<file path="src/rtl/core/psa_pkg.sv">
// ----------------------------------------------------------------------------
// psa_pkg
// shared widths, constants and types of the projected polygon area block
// ----------------------------------------------------------------------------
package psa_pkg;

    localparam int COORD_W    = 24;
    localparam int PROD_W     = 2 * COORD_W;
    localparam int TERM_W     = PROD_W + 1;
    localparam int SUM_W      = 58;
    localparam int AREA_W     = SUM_W - 1;
    localparam int MAX_POINTS = 1024;
    localparam int MIN_POINTS = 3;
    localparam int CNT_W      = $clog2(MAX_POINTS + 1);
    localparam int QDEPTH     = 4;
    localparam int QPTR_W     = $clog2(QDEPTH);
    localparam int NPLANES    = 3;

    localparam int IN_TDATA_W  = ((3 * COORD_W + 7) / 8) * 8;
    localparam int OUT_TDATA_W = ((NPLANES * AREA_W + 7) / 8) * 8;
    localparam int OUT_TUSER_W = 2;

    localparam int PL_YZ = 0;
    localparam int PL_XZ = 1;
    localparam int PL_XY = 2;

    localparam int USR_FEW = 0;
    localparam int USR_SAT = 1;

    localparam logic signed [SUM_W-1:0] SUM_LIMIT = {1'b0, {(SUM_W-1){1'b1}}};

    typedef struct packed {
        logic signed [COORD_W-1:0] z;
        logic signed [COORD_W-1:0] y;
        logic signed [COORD_W-1:0] x;
    } vtx_t;

    typedef struct packed {
        vtx_t cur;
        vtx_t prev;
        vtx_t first;
        logic last;
        logic cnt_ovf;
        logic too_few;
    } item_t;

endpackage

</file>
<file path="src/rtl/core/psa_queue.sv">
// ----------------------------------------------------------------------------
// psa_queue
// short first-in first-out buffer of edge jobs between front and back end
// ----------------------------------------------------------------------------
module psa_queue
(
    input  logic            clk,
    input  logic            rst_n,
    input  logic            push,
    input  psa_pkg::item_t  push_item,
    output logic            full,
    input  logic            pop,
    output logic            pop_valid,
    output psa_pkg::item_t  pop_item
);
    import psa_pkg::*;

    item_t             mem [QDEPTH];
    logic [QPTR_W-1:0] wr_ptr_reg;
    logic [QPTR_W-1:0] rd_ptr_reg;
    logic [QPTR_W:0]   fill_reg;
    logic              do_push;
    logic              do_pop;

    assign full      = (fill_reg == (QPTR_W+1)'(QDEPTH));
    assign pop_valid = (fill_reg != '0);
    assign do_push   = push && !full;
    assign do_pop    = pop && pop_valid;
    assign pop_item  = mem[rd_ptr_reg];

    always_ff @(posedge clk or negedge rst_n)
    begin
        if (!rst_n)
        begin
            wr_ptr_reg <= '0;
            rd_ptr_reg <= '0;
            fill_reg   <= '0;
        end
        else
        begin
            if (do_push)
            begin
                wr_ptr_reg <= wr_ptr_reg + QPTR_W'(1);
            end
            if (do_pop)
            begin
                rd_ptr_reg <= rd_ptr_reg + QPTR_W'(1);
            end
            if (do_push && !do_pop)
            begin
                fill_reg <= fill_reg + (QPTR_W+1)'(1);
            end
            else if (do_pop && !do_push)
            begin
                fill_reg <= fill_reg - (QPTR_W+1)'(1);
            end
        end
    end

    always_ff @(posedge clk)
    begin
        if (do_push)
        begin
            mem[wr_ptr_reg] <= push_item;
        end
    end

endmodule

</file>
<file path="config.mk">
export PLATFORM = sky130hd
export DESIGN_NAME = psa_queue
export DESIGN_NICKNAME = d
export VERILOG_FILES = /design/src/rtl/core/psa_pkg.sv /design/src/rtl/core/psa_queue.sv
export SDC_FILE = /design/constraint.sdc
export NUM_CORES = 1
export LEC_CHECK = 0
export BUFFER_PORTS_ARGS = -buffer_cell sky130_fd_sc_hd__buf_2
export CAP_MARGIN = 20
export CORE_MARGIN = 2
export CORE_UTILIZATION = 35
export CTS_CLUSTER_DIAMETER = 120
export DETAILED_ROUTE_END_ITERATION = 6
export GPL_ROUTABILITY_DRIVEN = 0
export GPL_TIMING_DRIVEN = 0
export PLACE_DENSITY = 0.64
export SETUP_SLACK_MARGIN = 0.1
export SYNTH_ARGS = -nofsm -noshare
export SYNTH_HDL_FRONTEND = slang
export SYNTH_SLANG_ARGS = --single-unit
</file>
<file path="constraint.sdc">
create_clock -name clk -period 15.6 [get_ports clk]
set_input_delay 2.34 -clock clk [delete_from_list [all_inputs] [get_ports clk]]
set_output_delay 2.34 -clock clk [all_outputs]
set_load 0.02 [all_outputs]
</file>
==> flow_metrics.tcl <==
set metrics [dict create \
    grt_antenna_before_repair 22 \
    syn_inst 1179 \
    clock_insertion_delay_worst_skew_ns 0.63 \
    dieArea_sq_um 94100 \
    setup-tns-final_ns 0 \
    cpMostUsedCell "sky130_fd_sc_hd__buf_2" \
    p_leak_nw 13.2 \
    remaining_drc_errors 0 \
    cpLargestDelayFamily "buffers and inverters" \
    vias_per_cell 4.81 \
    yosys_register_bits 883 \
    h-tree-depth 3 \
    postSynthNetCount 1408 \
    cts.repair_timing.setup_buffer_count 0 \
    die_x_microns 307 \
    placed_cell_area_sq_um 36200 \
    utilization_pct 42.9 \
    final_critical_path_setup_slack_ns 10.27 \
    core_ar_sq_um 91200 \
    proportion_of_layout_cells_with_a_drive_suffix_above_1_pct 48.2 \
    timing.critical_path.slowest_cell_delay_ns 0.76 \
    timing.critical_path.fanout_max 10 \
    max_clock_freq_mhz 188 \
    grt_overflow_total 0 \
    synthesis.area_per_instance_sq_um 27.2 \
    fin_worst_skew_ns 0.0125 \
    clk_pin_slew_ns 0.06 \
    cts_made_buffers 90 \
    grt_start_max_net_pins 52 \
    critical_path.startpoint_type "flip-flop" \
    io_buffer_count 443 \
    layout.cells.most_common_list "sky130_fd_sc_hd__edfxtp_1 (876), sky130_fd_sc_hd__buf_2 (466), sky130_fd_sc_hd__mux4_2 (219), sky130_fd_sc_hd__clkbuf_16 (92), sky130_fd_sc_hd__clkinv_2 (23)" \
    clk_root_buffer_cell "sky130_fd_sc_hd__clkbuf_16" \
    yosys.area.top_type_share_pct 82.0 \
    net_count_reported_at_finish 1960 \
    slew_violations 0 \
    worst_max_slew_margin_expressed_relative_to_the_limit_pct 33.0 \
    rows 111 \
    finalCritPeriodShare_pct 34.2 \
    num_vias 14400 \
    place_hpwl_microns 43800 \
    unrepaired_setup_endpoints_after_global_routing "false" \
    post_cts_hold_buffer_count 0 \
    clock_tree.buffer_depth 3 \
    post_drt_wl_per_cell_microns 22.2 \
    seq_area_frac_synth_pct 82.6 \
    fin_area_sq_um 39200 \
    peakVddDrop_mv 0.129 \
    critical-path-slowest-cell "sky130_fd_sc_hd__clkbuf_1" \
    syn-cell-area_sq_um 32100 \
    timing.critical_path.to_type "primary output" \
    holdCritPathClass "flip-flop to flip-flop" \
    groute.usage.overall_pct 14.0 \
    worstPathCellList "clkbuf_1 -> buf_2 -> mux4_2 -> buf_2" \
    timing_hold_violations_final 0 \
    routed_wl_microns 66600 \
    detail_route.first_pass.iterations 4 \
    setup.worst_path.class "flip-flop to primary output" \
    antenna_left 0 \
    post_synth_num_cell_types 23 \
    arrival_ns 2.99 \
    post_synth_top_area_cell "sky130_fd_sc_hd__edfxtp_1" \
    crit_buf_inv 3 \
    clock_sinks 883 \
    result_of_the_run "finished, final reports clean" \
    cts_resized 0 \
    die_h_microns 307 \
    yosysWarningCount 0 \
    final_common_cell "sky130_fd_sc_hd__edfxtp_1" \
    initialDrtViolationCount 1083 \
    drv_cap 0 \
    timing_worst_slew_pin_value_ns 1.01 \
    synth.top_cells.by_area "sky130_fd_sc_hd__edfxtp_1 (82%), sky130_fd_sc_hd__mux4_2 (15%), sky130_fd_sc_hd__dfrtp_1 (0.55%), sky130_fd_sc_hd__buf_8 (0.47%), sky130_fd_sc_hd__buf_6 (0.39%)" \
    grt_first_pass_wirelength_microns 98000 \
    io_pins 444 \
    syn2layout_area_growth_pct 22.2 \
    cellPowerDensity_nw_per_um2 202 \
    minimum_clock_period_after_layout_ns 5.33 \
    via_count_of_the_first_global_routing_pass 15500 \
    largest_register_ffs 876 \
    place_ws_ns 10.83 \
    timing.critical_path.required_ns 13.26 \
    tritoncts "done" \
    fillerInstances 7741 \
    finalSetupViolations 0 \
    floorplan.initialDensity_pct 35.1 \
]
synthesized netlist by cell type:
cell and count:
sky130_fd_sc_hd__buf_6 11, sky130_fd_sc_hd__mux4_2 219, sky130_fd_sc_hd__and2_1 4, sky130_fd_sc_hd__nand3_1 1, sky130_fd_sc_hd__inv_1 3, sky130_fd_sc_hd__buf_1 1
sky130_fd_sc_hd__buf_2 23, sky130_fd_sc_hd__fa_1 1, sky130_fd_sc_hd__xor2_1 2, sky130_fd_sc_hd__nor2b_1 1, sky130_fd_sc_hd__or3_1 1, sky130_fd_sc_hd__nand2_1 1
sky130_fd_sc_hd__buf_4 1, sky130_fd_sc_hd__ha_1 5, sky130_fd_sc_hd__mux2_2 2, sky130_fd_sc_hd__xnor2_1 4, sky130_fd_sc_hd__nor2_1 1, sky130_fd_sc_hd__nor3b_1 1
sky130_fd_sc_hd__edfxtp_1 876, sky130_fd_sc_hd__buf_12 1, sky130_fd_sc_hd__buf_8 10, sky130_fd_sc_hd__clkbuf_1 3, sky130_fd_sc_hd__dfrtp_1 7
routing by layer:
layer	global-route usage, %	part of all wire [%]	up-vias
li1	-	-	6291
met3	4.93	8.4	127
met1	16.8	38	7550
met5	0	0.24	-
met4	4.90	2.4	26
met2	23.5	51	412
kinds of logic (layout without fill, tap and decap cells):
kind of cell | count (synthesis) | count (layout) | share of synthesized area [%]
flops | 883 | 883 | 82.6
mux | 221 | 221 | 15.4
buf+inv | 53 | 676 | 1.38
simple gates | 10 | 10 | 0.179
fa+ha+maj | 6 | 6 | 0.257
xor+xnor | 6 | 6 | 0.164
other cells | 0 | 8 | 0
final timing paths:
| check | startpoint | end | slack, ns | cells after the start |
|---|---|---|---|---|
| worst max register to register | fill_reg[2] | mem[0][129] | 12.92 | 6 |
| worst min register to register | fill_reg[2] | fill_reg[2] | 0.50 | 1 |
| max in group asynchronous | rst_n | wr_ptr_reg[1] | 13.92 | 1 |
| min in group asynchronous | rst_n | rd_ptr_reg[0] | 1.53 | 1 |
| worst max-delay path | rd_ptr_reg[1] | pop_item[126] | 10.27 | 4 |
| worst min-delay path | fill_reg[2] | fill_reg[2] | 0.50 | 1 |
report_power, final:
part           switching [mW]  internal [mW]
clock                   0.875           1.23
combinational            1.56           1.04
sequential             0.0911           3.13
total                    2.52           5.40
cell type report:
class / instances / area [sq um] / share of cell area (%)
repair buffers: 460 / 2680 / 6.83
clock inverters: 61 / 587 / 1.50
well taps: 1186 / 1480 / 3.79
flip-flops and latches: 883 / 26500 / 67.6
clock buffers: 102 / 2340 / 5.97
multi-input cells: 243 / 5160 / 13.2
plain buffers: 50 / 432 / 1.10
inverters: 3 / 11.3 / 0.0287
diodes: 8 / 20.0 / 0.0511
metrics by stage:
| step | instances | hold slack (ns) | power, mW |
|---|---|---|---|
| finish | 2996 | 0.500 | 7.92 |
| global route | 2994 | 0.537 | 8.28 |
| CTS | 2988 | 0.501 | 8.07 |
| detailed placement | 2825 | 0.486 | 5.94 |
| global placement | 2808 | 0.469 | 6.04 |
| floorplan | 1179 | 0.447 | 5.07 |
worst register-to-register path: stages (launching register included):
cell                      delay, ns
sky130_fd_sc_hd__dfrtp_1       0.40
sky130_fd_sc_hd__nor3b_1       0.16
sky130_fd_sc_hd__nor2b_1       0.13
sky130_fd_sc_hd__buf_2         0.21
sky130_fd_sc_hd__and2_4        0.68
sky130_fd_sc_hd__buf_16        0.33
sky130_fd_sc_hd__buf_16        0.36
Note: power is estimated with default switching activity, not from simulation.
