===== config.mk =====
export PLATFORM = sky130hd
export DESIGN_NAME = psa_front
export DESIGN_NICKNAME = d
export VERILOG_FILES = /design/src/rtl/core/psa_pkg.sv /design/src/rtl/core/psa_front.sv
export SDC_FILE = /design/constraint.sdc
export NUM_CORES = 1
export LEC_CHECK = 0
export BUFFER_PORTS_ARGS = -buffer_cell sky130_fd_sc_hd__buf_2
export CAP_MARGIN = 20
export CORE_ASPECT_RATIO = 1.25
export CORE_MARGIN = 2
export CORE_UTILIZATION = 50
export CTS_CLUSTER_DIAMETER = 80
export CTS_CLUSTER_SIZE = 28
export DETAILED_ROUTE_END_ITERATION = 7
export MAX_ROUTING_LAYER = met4
export PLACE_DENSITY = 0.81
export SETUP_SLACK_MARGIN = 0.15
export SKIP_LAST_GASP = 1
export SYNTH_ARGS = -nofsm -noshare
export SYNTH_HDL_FRONTEND = slang
export SYNTH_SLANG_ARGS = --single-unit

===== constraint.sdc =====
create_clock -name clk -period 4.6 [get_ports clk]
set_clock_uncertainty 0.15 [all_clocks]
set_input_delay 0 -clock clk [delete_from_list [all_inputs] [get_ports clk]]
set_output_delay 0 -clock clk [all_outputs]
set_load 0.02 [all_outputs]

===== src/rtl/core/psa_pkg.sv =====
// ----------------------------------------------------------------------------
// psa_pkg
// shared widths, constants and types of the projected polygon area block
// ----------------------------------------------------------------------------
package psa_pkg;

    localparam int COORD_W    = 24;
    localparam int PROD_W     = 2 * COORD_W;
    localparam int TERM_W     = PROD_W + 1;
    localparam int SUM_W      = 58;
    localparam int AREA_W     = SUM_W - 1;
    localparam int MAX_POINTS = 1024;
    localparam int MIN_POINTS = 3;
    localparam int CNT_W      = $clog2(MAX_POINTS + 1);
    localparam int QDEPTH     = 4;
    localparam int QPTR_W     = $clog2(QDEPTH);
    localparam int NPLANES    = 3;

    localparam int IN_TDATA_W  = ((3 * COORD_W + 7) / 8) * 8;
    localparam int OUT_TDATA_W = ((NPLANES * AREA_W + 7) / 8) * 8;
    localparam int OUT_TUSER_W = 2;

    localparam int PL_YZ = 0;
    localparam int PL_XZ = 1;
    localparam int PL_XY = 2;

    localparam int USR_FEW = 0;
    localparam int USR_SAT = 1;

    localparam logic signed [SUM_W-1:0] SUM_LIMIT = {1'b0, {(SUM_W-1){1'b1}}};

    typedef struct packed {
        logic signed [COORD_W-1:0] z;
        logic signed [COORD_W-1:0] y;
        logic signed [COORD_W-1:0] x;
    } vtx_t;

    typedef struct packed {
        vtx_t cur;
        vtx_t prev;
        vtx_t first;
        logic last;
        logic cnt_ovf;
        logic too_few;
    } item_t;

endpackage


===== src/rtl/core/psa_front.sv =====
// ----------------------------------------------------------------------------
// psa_front
// vertex intake: tracks first and previous vertex and the vertex count,
// and classifies each vertex into an edge job for the back end
// ----------------------------------------------------------------------------
module psa_front
(
    input  logic                            clk,
    input  logic                            rst_n,
    input  logic                            s_tvalid,
    output logic                            s_tready,
    input  logic [psa_pkg::IN_TDATA_W-1:0]  s_tdata,
    input  logic                            s_tlast,
    input  logic                            q_full,
    output logic                            push,
    output psa_pkg::item_t                  push_item
);
    import psa_pkg::*;

    logic [CNT_W-1:0] count_reg;
    logic [CNT_W-1:0] count_next;
    logic [CNT_W-1:0] count_after;
    vtx_t             first_reg;
    vtx_t             prev_reg;
    vtx_t             cur;
    logic             empty_poly;
    logic             cnt_ovf;

    assign s_tready = !q_full;
    assign push     = s_tvalid && !q_full;

    always_comb
    begin
        cur.x       = s_tdata[COORD_W-1:0];
        cur.y       = s_tdata[2*COORD_W-1:COORD_W];
        cur.z       = s_tdata[3*COORD_W-1:2*COORD_W];
        empty_poly  = (count_reg == '0);
        cnt_ovf     = (count_reg == CNT_W'(MAX_POINTS));
        count_after = cnt_ovf ? count_reg : count_reg + CNT_W'(1);
        count_next  = s_tlast ? '0 : count_after;

        // an edge from a vertex to itself adds nothing
        push_item.cur     = cur;
        push_item.prev    = empty_poly ? cur : prev_reg;
        push_item.first   = empty_poly ? cur : first_reg;
        push_item.last    = s_tlast;
        push_item.cnt_ovf = cnt_ovf;
        push_item.too_few = (count_after < CNT_W'(MIN_POINTS));
    end

    always_ff @(posedge clk or negedge rst_n)
    begin
        if (!rst_n)
        begin
            count_reg <= '0;
        end
        else if (push)
        begin
            count_reg <= count_next;
        end
    end

    always_ff @(posedge clk)
    begin
        if (push)
        begin
            prev_reg <= cur;
            if (empty_poly)
            begin
                first_reg <= cur;
            end
        end
    end

endmodule


==> results.toml, run 1 <==
[worst_setup_path]
path_cells = "inv_1 > ha_1 > nor4b_4 > nand3_2 > nor2_4 > buf_4 > mux2_2 > buf_2"
worst-setup-path-type = "register to output port"
critPathMaxFanout = 73
start_kind = "register"
end_kind = "output port"
crit_required_ns = 4.45
critical_path.slowest_cell = "buf_4"
crit_family = "buffers and inverters"
slowest_delay_ns = 0.77
arrival_ns = 3.02
path_buf_inv = 3

[cts]
clk_latency_ns = 0.41
clock-root-buffer = "clkbuf_16"
cts_max_level = 4
cts_sinks = 155
clk_pin_slew_ns = 0.06
cts_tree = "yes"
numCtsBuffers = 17
cts_buffer_depth = 2

[place]
port-buffer-count = 297
pre_cts_slack_ns = 1.744
routabilityCongestion = 0.8485
hpwl_um = 11100

[floorplanning]
die_y_um = 143.5
rows = 51
die-area_um2 = 16600
io_pins = 298
die_width_um = 115.6
core-area_um2 = 15440
start_util = 0.5043

[synthesis]
yosys-top-cells-count = "edfxtp_1 (144), mux2_2 (85), buf_4 (82), mux2_4 (60)"
netlist.area_leader.share = 0.5553
netlist_area_um2 = 7787
synth_warnings = 0
syn_nets = 566
synth_flop_cell = "edfxtp_1"
netlist_instances = 487
synthTopCellsByArea = "edfxtp_1 (56%), mux2_2 (12%), mux2_4 (12%)"
synth_most_common_cell = "edfxtp_1"
synth_edf_count = 144
async_flop_share = 0.07097
ys_ff_latch = 155
ys_types = 41
synth_area_per_cell_um2 = 15.99
seq_area_frac_synth = 0.5906
synth_area_leader_cell = "edfxtp_1"

[sta]
finalHoldViolations = 0
setup_tns_ns = 0
slew_headroom = 0.2915
finalCritPeriodShare = 0.6884
maxSlewViolCount = 0
min_period_ns = 3.167
rsz0062_at_grt = "no"
worst_slew_pin_slew_ns = 1.063
setup_ws_ns = 1.433
worst_hold_slack_ns = 0.1054
max_freq_mhz = 315.8
setup_viol = 0

[grt]
grt_usage = 0.2048
grt_pass1_wl_um = 25700
grt_max_degree = 101
grt_pass1_vias = 5068
antenna_found_initial = 0
grt_overflow = 0

[finish]
n_antenna_cell = 0
syn_to_final_growth_pct = 29.84
fin_nets = 864
layout-drive-gt1-share = 0.6048

[detailed_routing]
postRouteAntennaNets = 0
vias = 5100
drt-initial-drc-count = 294
wl_per_cell_um = 17.36
dr.pass1.iters = 4
drc = 0
vias_per_cell = 5.055
routed_wl_um = 17510

[worst_hold_path]
hold_path_class = "input pin to output port"

[power_and_ir_drop]
power_density_nw_per_um2 = 360.7
p_leak_nw = 4.180
ir_drop_mv = 0.2425
total_power_mw = 3.647

[run]
maxCapViolCount = 0

[outcome]
status = "completed"
-- per-layer routing --
metal  GRT usage  vias up  part of all wire
met5           -        -                 0
met4     0.07143        0             0.023
met3     0.05188       31             0.059
met2      0.3567      225              0.53
met1      0.2276     2485              0.39
li1            -     2359                 -
-- cell type report --
class,count,area [µm²]
clock buffers,17,425.4
clock inverters,14,145.1
fillers,1081,5331
inverters,6,27.53
multi-input cells,229,2381
flip-flops and latches,155,4599
well taps,212,265.3
repair buffers,376,2267
-- power by group --
group | leakage, nW | internal (mW) | switching, mW
registers | 1.49 | 1.64 | 0.0452
clock network | 0.275 | 0.797 | 0.557
logic | 2.42 | 0.258 | 0.354
-- layout by cell type (no fill, tap or decap), types with 7 or more instances in the layout --
| cell | count |
|---|---|
| buf_2 | 297 |
| clkbuf_16 | 17 |
| dfrtp_1 | 11 |
| dlygate4sd3_1 | 75 |
| edfxtp_1 | 144 |
| mux2_2 | 85 |
| mux2_4 | 60 |
| nand2_1 | 11 |
| nor2_1 | 10 |
| nor3_1 | 7 |
| o21ai_0 | 11 |
-- cells by family (layout without fill, tap and decap cells) --
| family | after synthesis | in the layout | synth area share |
|---|---|---|---|
| DFF | 155 | 155 | 0.5906 |
| buffers and inverters | 103 | 413 | 0.1036 |
| xor gates and xnor gates | 2 | 2 | 0.002250 |
| muxes | 146 | 146 | 0.2399 |
| and+or+nand+nor | 52 | 52 | 0.03792 |
| adders and majority gates | 2 | 2 | 0.003213 |
| AOI/OAI and AO/OA | 27 | 27 | 0.02249 |
-- through the flow --
| step | utilization | area (µm²) | std cells |
|---|---|---|---|
| 5_1_grt | 0.6548 | 10110 | 1009 |
| 4_1_cts | 0.6548 | 10110 | 1009 |
| 6_report | 0.6548 | 10110 | 1009 |
| 2_1_floorplan | - | 7787 | 487 |
| 3_3_place_gp | 0.5692 | 8790 | 903 |
| 3_5_place_dp | 0.5692 | 8790 | 903 |
-- worst min-delay path, cell delays in order --
cell	delay (ns)
buf_2	0.08
inv_1	0.03
buf_2	0.14
-- timing repair --
item | 4_1_cts | 5_1_grt
gates resized for setup | 0 | 0
hold buffers | 75 | 0
endpoints found under the hold margin | 162 | 0
setup buffers | 0 | 0
-- worst paths after layout --
path / start / slack (ns) / to / cells after the start
setup / recovery: count_reg[0]$_DFFE_PN0P_ / 1.43 / push_item[10] / 8
hold / removal: q_full / 0.11 / s_tready / 3
setup reg to reg: count_reg[0]$_DFFE_PN0P_ / 1.76 / first_reg[7]$_DFFE_PP_ / 7
hold reg to reg: first_reg[37]$_DFFE_PP_ / 0.41 / first_reg[37]$_DFFE_PP_ / 1
max in group asynchronous: rst_n / 3.43 / count_reg[1]$_DFFE_PN0P_ / 3
min in group asynchronous: rst_n / 0.51 / count_reg[10]$_DFFE_PN0P_ / 3
Power figures use the tool's default switching activity.
==> run 2: changes to the inputs <==
--- a/config.mk
+++ b/config.mk
@@ -5,11 +5,12 @@
 export SDC_FILE = /design/constraint.sdc
 export NUM_CORES = 1
 export LEC_CHECK = 0
+export ABC_AREA = 1
 export BUFFER_PORTS_ARGS = -buffer_cell sky130_fd_sc_hd__buf_2
 export CAP_MARGIN = 20
 export CORE_ASPECT_RATIO = 1.25
 export CORE_MARGIN = 2
-export CORE_UTILIZATION = 50
+export CORE_UTILIZATION = 49
 export CTS_CLUSTER_DIAMETER = 80
 export CTS_CLUSTER_SIZE = 28
 export DETAILED_ROUTE_END_ITERATION = 7
==> constraint.sdc (replaced) <==
create_clock -name clk -period 3 [get_ports clk]
set_clock_uncertainty 0.15 [all_clocks]
set_input_delay 0 -clock clk [delete_from_list [all_inputs] [get_ports clk]]
set_output_delay 0 -clock clk [all_outputs]
set_load 0.02 [all_outputs]
==> results.toml, run 2 <==
[outcome]
status = "completed"

[run]
maxCapViolCount = 0

[synthesis]
synth_top_family_by_area = "buffers and inverters"
netlist.area_leader.share = 0.5789
synthAdderAreaFrac = 0.003350
seq_area_frac_synth = 0.6157
ys_ff_latch = 155
synth_compound_area_frac = 0.1072
netlist_area_um2 = 7470
synth_area_leader_cell = "edfxtp_1"
synth_edf_count = 144
synthMuxAreaShare = 0
synth_warnings = 0
synth_flop_cell = "edfxtp_1"
async_flop_share = 0.07097
netlist_instances = 719
yosys-top-cells-count = "inv_1 (164), o21ai_0 (149), edfxtp_1 (144), nand2_1 (75), buf_4 (74)"
yosys.area_share.simple = 0.08777
syn_nets = 798
ys_types = 21
synthXorXnorAreaFrac = 0.001173
synthTopCellsByArea = "edfxtp_1 (58%), o21ai_0 (10%), inv_1 (8.2%)"
synth_most_common_cell = "inv_1"
synth_area_per_cell_um2 = 10.39

[grt]
grt_pass1_vias = 5720
grt_usage = 0.2276
grt_max_degree = 129
antenna_found_initial = 0
grt_pass1_wl_um = 27720
grt_overflow = 0

[floorplanning]
die-area_um2 = 16250
die_width_um = 114.4
rows = 50
start_util = 0.4996
io_pins = 298
die_y_um = 142.0
core-area_um2 = 14950

[worst_setup_path]
r2r-start = "count_reg[0]$_DFFE_PN0P_"
reg2reg_slack_ns = 0.63
rr_worst_depth = 8
crit_required_ns = 2.85
cp-endpoint = "push_item[74]"
critPathMaxFanout = 32
startpoint = "count_reg[0]$_DFFE_PN0P_"
worst-setup-path-type = "register to output port"
worstReg2RegEnd = "first_reg[30]$_DFFE_PP_"
arrival_ns = 2.57
start_kind = "register"
end_kind = "output port"

[place]
port-buffer-count = 297
hpwl_um = 11360
routabilityCongestion = 0.8220

[cts]
clock-root-buffer = "clkbuf_16"
cts_max_level = 4
clk_pin_slew_ns = 0.06
cts_tree = "yes"
clk_latency_ns = 0.42
cts_sinks = 155
cts_buffer_depth = 2
numCtsBuffers = 17

[sta]
rsz0062_at_grt = "no"
worst_hold_slack_ns = 0.05316
finalHoldViolations = 0
min_period_ns = 2.716
max_freq_mhz = 368.2
finalCritPeriodShare = 0.9054
maxSlewViolCount = 0
worst_slew_pin_slew_ns = 0.6655
slew_headroom = 0.5563
setup_viol = 0
setup_tns_ns = 0

[finish]
fin_nets = 1103
syn_to_final_growth_pct = 33.72
layout-drive-gt1-share = 0.3655
multi_input_area_um2 = 1490
regArea_um2 = 4599
n_fill_cell = 1038
layout_commonest_cell = "buf_2"
final_cell_mix = "buf_2 (297), inv_1 (163), o21ai_0 (149)"

[detailed_routing]
drt-initial-drc-count = 439
drc = 0
vias = 6030
vias_per_cell = 4.943
dr.pass1.iters = 5
wl_per_cell_um = 15.67
routed_wl_um = 19120
postRouteAntennaNets = 0

[power_and_ir_drop]
p_leak_nw = 4.817
power_density_nw_per_um2 = 875.3
ir_drop_mv = 0.6202

[worst_hold_path]
hold_path_class = "input pin to register"
-- run 2: timing repair --
| action | 4_1_cts | 5_1_grt |
|---|---|---|
| hold buffers | 76 | 0 |
| resized for setup | 0 | 2 |
| setup buffers | 0 | 3 |
| setup endpoints to repair | 0 | 27 |
| endpoints found under the hold margin | 166 | 0 |
-- run 2: critical path, stage by stage (launching register included) --
cell	delay, ns
dfrtp_1	0.42
inv_1	0.11
ha_1	0.17
nand3_2	0.11
nor4_4	0.27
buf_4	0.19
buf_4	0.14
buf_6	0.27
nand2_1	0.12
o21ai_0	0.12
buf_2	0.21
-- run 2: routing by layer --
metal | up-vias | global-route usage | share of wire
met5 | - | - | 0
met1 | 2802 | 0.2636 | 0.39
li1 | 2881 | - | -
met2 | 291 | 0.3703 | 0.51
met3 | 56 | 0.05579 | 0.064
met4 | 0 | 0.1110 | 0.037
-- run 2: stage by stage --
| stage | util | cells | setup slack, ns | cell area, µm² | power [mW] |
|---|---|---|---|---|---|
| floorplan | - | 719 | 0.7637 | 7473 | 5.168 |
| global placement | 0.5703 | 1106 | 0.8001 | 8527 | 6.121 |
| detailed placement | 0.5703 | 1106 | 0.7449 | 8527 | 6.183 |
| CTS | 0.6644 | 1214 | 0.2798 | 9933 | 8.614 |
| global route | 0.6679 | 1219 | 0.1364 | 9986 | 9.133 |
| finish | 0.6680 | 1220 | 0.2839 | 9988 | 8.743 |
-- run 2: cell families (layout without fill, tap and decap cells) --
group | after synthesis | after routing
fa+ha+maj | 2 | 2
simple gates | 139 | 139
buf+inv | 264 | 582
other cells | 0 | 1
xor+xnor | 1 | 1
compound gates | 158 | 158
flops | 155 | 155
-- run 2: final cells by class --
class,instances,share of cell area
multi-input cells,300,0.1492
inverters,166,0.06288
diodes,1,0.0002505
clock inverters,14,0.02167
repair buffers,384,0.2398
flip-flops and latches,155,0.4605
clock buffers,18,0.04297
well taps,182,0.02280
-- run 2: how the worst min path moves through the flow --
stage                   from                        to  slack, ns  cells after the start
finish              s_tvalid  count_reg[6]$_DFFE_PN0P_       0.05                      5
global route        s_tvalid  count_reg[6]$_DFFE_PN0P_       0.07                      5
CTS                 s_tvalid  count_reg[4]$_DFFE_PN0P_       0.02                      5
detailed placement     rst_n  count_reg[2]$_DFFE_PN0P_      -0.26                      1
global placement       rst_n  count_reg[2]$_DFFE_PN0P_      -0.26                      1
floorplan              rst_n  count_reg[0]$_DFFE_PN0P_      -0.45                      0
-- run 2: report_power, final --
group | switching [mW] | internal, mW
registers | 0.0658 | 2.72
logic | 2.57 | 1.05
clock network | 0.865 | 1.48
total | 3.50 | 5.25
